[config.mk]
export PLATFORM = sky130hd
export DESIGN_NAME = sbe_round
export DESIGN_NICKNAME = d
export VERILOG_FILES = /design/src/rtl/sbe_pkg.sv /design/src/rtl/sbe_round.sv
export SDC_FILE = /design/constraint.sdc
export NUM_CORES = 1
export LEC_CHECK = 0
export ABC_CLOCK_PERIOD_IN_PS = 6970
export BUFFER_PORTS_ARGS = -buffer_cell sky130_fd_sc_hd__buf_2
export CAP_MARGIN = 20
export CORE_AREA = 4 4 197 199
export DETAILED_ROUTE_END_ITERATION = 7
export DIE_AREA = 0 0 201 203
export GPL_TIMING_DRIVEN = 0
export PLACE_DENSITY = 0.66
export SLEW_MARGIN = 5
export SYNTH_ARGS = -nofsm -noshare
export SYNTH_HDL_FRONTEND = slang
export SYNTH_SLANG_ARGS = --single-unit
[constraint.sdc]
create_clock -name clock -period 6.97 [get_ports clock]
set_clock_uncertainty 0.05 [all_clocks]
set_input_delay 0.697 -clock clock [delete_from_list [all_inputs] [get_ports clock]]
set_output_delay 0.697 -clock clock [all_outputs]
set_load 0.05 [all_outputs]
[src/rtl/sbe_pkg.sv]
package sbe_pkg;

   // Payload of one input item.
   typedef struct packed {
      logic [63:0] plain_high;
      logic [63:0] plain_low;
   } req_payload_type;

   // Payload of one result item.
   typedef struct packed {
      logic [63:0] cipher_high;
      logic [63:0] cipher_low;
   } rsp_payload_type;

   // Register indexes of the configuration port.
   localparam logic [2:0] CSR_KEY_WORD_0 = 3'd0;
   localparam logic [2:0] CSR_KEY_WORD_1 = 3'd1;
   localparam logic [2:0] CSR_KEY_WORD_2 = 3'd2;
   localparam logic [2:0] CSR_KEY_WORD_3 = 3'd3;
   localparam logic [2:0] CSR_KEY_LENGTH = 3'd4;

   localparam int          ROUNDS  = 32;
   localparam int          KEY_MAX = 32;
   localparam logic [31:0] PHI     = 32'h9e3779b9;

   typedef logic [3:0][31:0] block_type;
   typedef logic [32:0][127:0] subkeys_type;

   // Four-bit S-box lookup.
   function automatic logic [3:0] sbox(input logic [2:0] box, input logic [3:0] nib);
      logic [3:0] s;
      s = 4'd0;
      case (box)
         3'd0: case (nib)
            4'd0: s=3; 4'd1: s=8; 4'd2: s=15; 4'd3: s=1; 4'd4: s=10; 4'd5: s=6;
            4'd6: s=5; 4'd7: s=11; 4'd8: s=14; 4'd9: s=13; 4'd10: s=4; 4'd11: s=2;
            4'd12: s=7; 4'd13: s=0; 4'd14: s=9; default: s=12;
         endcase
         3'd1: case (nib)
            4'd0: s=15; 4'd1: s=12; 4'd2: s=2; 4'd3: s=7; 4'd4: s=9; 4'd5: s=0;
            4'd6: s=5; 4'd7: s=10; 4'd8: s=1; 4'd9: s=11; 4'd10: s=14; 4'd11: s=8;
            4'd12: s=6; 4'd13: s=13; 4'd14: s=3; default: s=4;
         endcase
         3'd2: case (nib)
            4'd0: s=8; 4'd1: s=6; 4'd2: s=7; 4'd3: s=9; 4'd4: s=3; 4'd5: s=12;
            4'd6: s=10; 4'd7: s=15; 4'd8: s=13; 4'd9: s=1; 4'd10: s=14; 4'd11: s=4;
            4'd12: s=0; 4'd13: s=11; 4'd14: s=5; default: s=2;
         endcase
         3'd3: case (nib)
            4'd0: s=0; 4'd1: s=15; 4'd2: s=11; 4'd3: s=8; 4'd4: s=12; 4'd5: s=9;
            4'd6: s=6; 4'd7: s=3; 4'd8: s=13; 4'd9: s=1; 4'd10: s=2; 4'd11: s=4;
            4'd12: s=10; 4'd13: s=7; 4'd14: s=5; default: s=14;
         endcase
         3'd4: case (nib)
            4'd0: s=1; 4'd1: s=15; 4'd2: s=8; 4'd3: s=3; 4'd4: s=12; 4'd5: s=0;
            4'd6: s=11; 4'd7: s=6; 4'd8: s=2; 4'd9: s=5; 4'd10: s=4; 4'd11: s=10;
            4'd12: s=9; 4'd13: s=14; 4'd14: s=7; default: s=13;
         endcase
         3'd5: case (nib)
            4'd0: s=15; 4'd1: s=5; 4'd2: s=2; 4'd3: s=11; 4'd4: s=4; 4'd5: s=10;
            4'd6: s=9; 4'd7: s=12; 4'd8: s=0; 4'd9: s=3; 4'd10: s=14; 4'd11: s=8;
            4'd12: s=13; 4'd13: s=6; 4'd14: s=7; default: s=1;
         endcase
         3'd6: case (nib)
            4'd0: s=7; 4'd1: s=2; 4'd2: s=12; 4'd3: s=5; 4'd4: s=8; 4'd5: s=4;
            4'd6: s=6; 4'd7: s=11; 4'd8: s=14; 4'd9: s=9; 4'd10: s=1; 4'd11: s=15;
            4'd12: s=13; 4'd13: s=3; 4'd14: s=10; default: s=0;
         endcase
         default: case (nib)
            4'd0: s=1; 4'd1: s=13; 4'd2: s=15; 4'd3: s=0; 4'd4: s=14; 4'd5: s=8;
            4'd6: s=2; 4'd7: s=11; 4'd8: s=7; 4'd9: s=4; 4'd10: s=12; 4'd11: s=10;
            4'd12: s=9; 4'd13: s=3; 4'd14: s=5; default: s=6;
         endcase
      endcase
      return s;
   endfunction

   // Bitsliced S-box over four words.
   function automatic block_type slice_sbox(input logic [2:0] box, input block_type w);
      block_type  o;
      logic [3:0] s;
      for (int c = 0; c < 32; c++) begin
         s = sbox(box, {w[3][c], w[2][c], w[1][c], w[0][c]});
         o[0][c] = s[0];
         o[1][c] = s[1];
         o[2][c] = s[2];
         o[3][c] = s[3];
      end
      return o;
   endfunction

   function automatic logic [31:0] rol(input logic [31:0] v, input int amt);
      return (v << amt) | (v >> (32 - amt));
   endfunction

   // Linear transform between rounds.
   function automatic block_type lin_mix(input block_type wi);
      block_type w;
      w = wi;
      w[0] = rol(w[0], 13);
      w[2] = rol(w[2], 3);
      w[1] = w[1] ^ w[0] ^ w[2];
      w[3] = w[3] ^ w[2] ^ (w[0] << 3);
      w[1] = rol(w[1], 1);
      w[3] = rol(w[3], 7);
      w[0] = w[0] ^ w[1] ^ w[3];
      w[2] = w[2] ^ w[3] ^ (w[1] << 7);
      w[0] = rol(w[0], 5);
      w[2] = rol(w[2], 22);
      return w;
   endfunction

endpackage

[src/rtl/sbe_round.sv]
// One cipher round as a pipeline stage with its own valid bit.
module sbe_round #(
   parameter int ROUND = 0
) (
   input  logic               clock,
   input  logic               reset,
   input  logic               advance,
   input  logic               in_valid,
   input  sbe_pkg::block_type in_data,
   input  logic [127:0]       round_key,
   input  logic [127:0]       final_key,
   output logic               out_valid,
   output sbe_pkg::block_type out_data
);

   sbe_pkg::block_type data_ff, data_in, s;
   logic               valid_ff;

   // Key mix, S-box, then linear transform or final key mix.
   always_comb begin
      s = sbe_pkg::slice_sbox(3'(ROUND % 8), in_data ^ round_key);
      if (ROUND == sbe_pkg::ROUNDS - 1) begin
         data_in = s ^ final_key;
      end else begin
         data_in = sbe_pkg::lin_mix(s);
      end
   end

   always_ff @(posedge clock) begin
      if (reset) begin
         valid_ff <= 1'b0;
      end else if (advance) begin
         valid_ff <= in_valid;
      end
      if (advance) begin
         data_ff <= data_in;
      end
   end

   assign out_valid = valid_ff;
   assign out_data  = data_ff;

endmodule

==> flow_summary.json <==
{
  "power.leakage_uw": 0.00799,
  "die_y_um": 203,
  "vias_per_cell": 4.78,
  "hold_viol": 0,
  "worstHoldStart": "reset",
  "path_clk_slew_ns": 0.07,
  "core_area_mm2": 0.0372,
  "detail_route.first_pass.iterations": 5,
  "numCtsBuffers": 17,
  "status": "completed",
  "fmax_mhz": 282,
  "final.setup.tns_ns": 0,
  "reg2reg_depth": 2,
  "rrSetupSlack_ns": 6.35,
  "post-route-util": 0.464,
  "power.density_mw_per_mm2": 404,
  "yosys-top-cells-area": "edfxtp_1, ha_1, xnor2_1",
  "period_share": 0.508,
  "syn_inst": 1171,
  "rr_startpoint": "out_valid$_SDFFE_PP0P_",
  "ant_nets": 0,
  "max_cap_viol_count": 0,
  "synth-main-ff-cell": "edfxtp_1",
  "area_delta_synth_final_pct": 22.1,
  "mappedNetlistArea_mm2": 0.0142,
  "cts_tree": "done",
  "numPortBuffers": 388,
  "met1Wirelength_um": 17000,
  "gp_congestion": 0.852,
  "synthArstFlopShare": 0,
  "drt-total-wl_um": 39600,
  "arrival_ns": 3.67,
  "startpoint_type": "input pin",
  "wl_met2_um": 19100,
  "grt-ovfl-total": 0,
  "top_layer": "met5",
  "synth_commonest_cells": "xnor2_1, inv_1, ha_1",
  "grt_first_pass_wirelength_um": 58200,
  "syn-num-nets": 1734,
  "fin_ws_ns": 3.43,
  "period_minus_slack_ns": 3.54,
  "grt_usage": 0.188,
  "wl_met3_um": 2380,
  "synth_enable_flop_cells": 128,
  "maxSlewViolCount": 0,
  "critPathKind": "in -> reg",
  "setup_viol": 0,
  "synth-warning-count": 0,
  "end_kind": "register",
  "pre_cts_slack_ns": 2.95,
  "layout-drive-gt1-share": 0.348,
  "drc": 0,
  "pin_count": 517,
  "ys_seq_elements": 129,
  "yosysTopAreaCell": "edfxtp_1",
  "hold_class": "in -> reg",
  "via_count": 9879,
  "nNetsFinal": 2143,
  "cts-root-buf": "clkbuf_16",
  "clockBufferDepth": 2,
  "htree_num_levels": 4,
  "wl_per_cell_um": 19.1,
  "antenna_found_initial": 6,
  "min_to": "out_valid$_SDFFE_PP0P_",
  "critical_path_required_ns": 7.09,
  "drt_iter0_markers": 488,
  "post-cts-setup-buffers": 0,
  "avgSynthCellArea_um2": 12.1,
  "max-slew-margin-rel": 0.329,
  "cp_max_fo": 6,
  "synth.yosys.seq_area_share": 0.273,
  "cts_resized": 0,
  "worst_pin_slew_ns": 0.999,
  "rsz0062_at_grt": "no",
  "grt_pass1_vias": 10000,
  "rr_endpoint": "out_valid$_SDFFE_PP0P_",
  "cts_hold_buf": 0,
  "yosysMostFrequentCell": "xnor2_1",
  "cts.sinks": 129,
  "ir_drop_uv": 192,
  "synth_cell_types": 33,
  "initial_core_util": 0.380,
  "die_w_um": 201,
  "synth_top_area_share": 0.272,
  "placementRows": 71,
  "design.die.area_mm2": 0.0408,
  "whs_path_depth": 2,
  "grt_max_degree": 77,
  "hpwl_um": 33900,
  "insertion_delay_ns": 0.41
}
[cells in the final DEF (no fill, tap or decap), types with 6 or more instances in the layout]
cell type	n
a21oi_1	17
buf_2	387
clkbuf_16	17
edfxtp_1	128
ha_1	175
inv_1	212
mux2_2	6
mux2i_1	40
mux4_1	23
mux4_2	60
nand2_1	21
nand3_1	6
nor2_1	15
o21ai_0	15
xnor2_1	224
xnor2_2	40
xnor3_1	9
xor2_1	129
xor2_2	21
[critical path, stage by stage]
cell and delay [ns]:
buf_2 0.11, xnor2_1 0.49, inv_1 0.10, ha_1 0.35
mux4_2 0.53, xor2_1 0.20, xnor2_1 0.78, xor2_1 0.21
xnor2_1 0.19
[power breakdown]
part | switching (µW) | internal, µW | leakage [µW] | total (µW)
Combinational | 2970 | 1540 | 0.00647 | 4510
Sequential | 132 | 1490 | 0.00126 | 1620
Clock | 368 | 486 | 0.000257 | 855
Total | 3470 | 3510 | 0.00799 | 6980
[metal layers]
layer / GRT usage / vias up
met5: 0 / -
met1: 0.241 / 4729
met2: 0.319 / 347
met3: 0.0382 / 51
li1: - / 4742
met4: 0.0617 / 10
[state kept, by name, indices dropped and copies added (netlist names)]
name,cells
out_data,128
out_valid,1
[logic make-up (layout without fill, tap and decap cells)]
logic type | Yosys count | after routing | share of synthesized area
compound gates | 53 | 53 | 0.0250
xor+xnor | 423 | 423 | 0.303
fa+ha+maj | 175 | 175 | 0.155
buf+inv | 212 | 633 | 0.0562
flops | 129 | 129 | 0.273
mux | 131 | 131 | 0.174
other cells | 0 | 1 | 0
simple gates | 48 | 48 | 0.0143
[metrics by stage]
| stage | total power [µW] | cells | area (µm²) | hold WS [ns] |
|---|---|---|---|---|
| after floorplan | 4960 | 1171 | 14200 | 0.683 |
| after global placement | 6120 | 2033 | 16700 | 0.420 |
| after detailed placement | 6200 | 2035 | 16700 | 0.433 |
| after CTS | 7070 | 2066 | 17300 | 0.348 |
| after global routing | 7340 | 2066 | 17300 | 0.358 |
| final | 6980 | 2067 | 17300 | 0.378 |
[how the worst max path moves through the flow]
stage | start | endpoint | slack [ns] | depth (start not counted)
after floorplan | round_key[52] | out_data[3]$_DFFE_PP_ | 3.87 | 7
after global placement | round_key[45] | out_data[78]$_DFFE_PP_ | 2.79 | 10
after detailed placement | round_key[43] | out_data[20]$_DFFE_PP_ | 2.95 | 9
after CTS | round_key[43] | out_data[20]$_DFFE_PP_ | 3.41 | 9
after global routing | round_key[41] | out_data[18]$_DFFE_PP_ | 3.29 | 10
final | round_key[33] | out_data[66]$_DFFE_PP_ | 3.43 | 9
[cell type report]
| type | instances | area (µm²) |
|---|---|---|
| diodes | 1 | 2.50 |
| clock buffers | 17 | 425 |
| clock inverters | 14 | 119 |
| fillers | 3451 | 19900 |
| inverters | 212 | 796 |
| multi-input cells | 830 | 9490 |
| flip-flops and latches | 129 | 3860 |
| well taps | 474 | 593 |
| repair buffers | 390 | 1980 |
(Power assumes the default switching activity.)
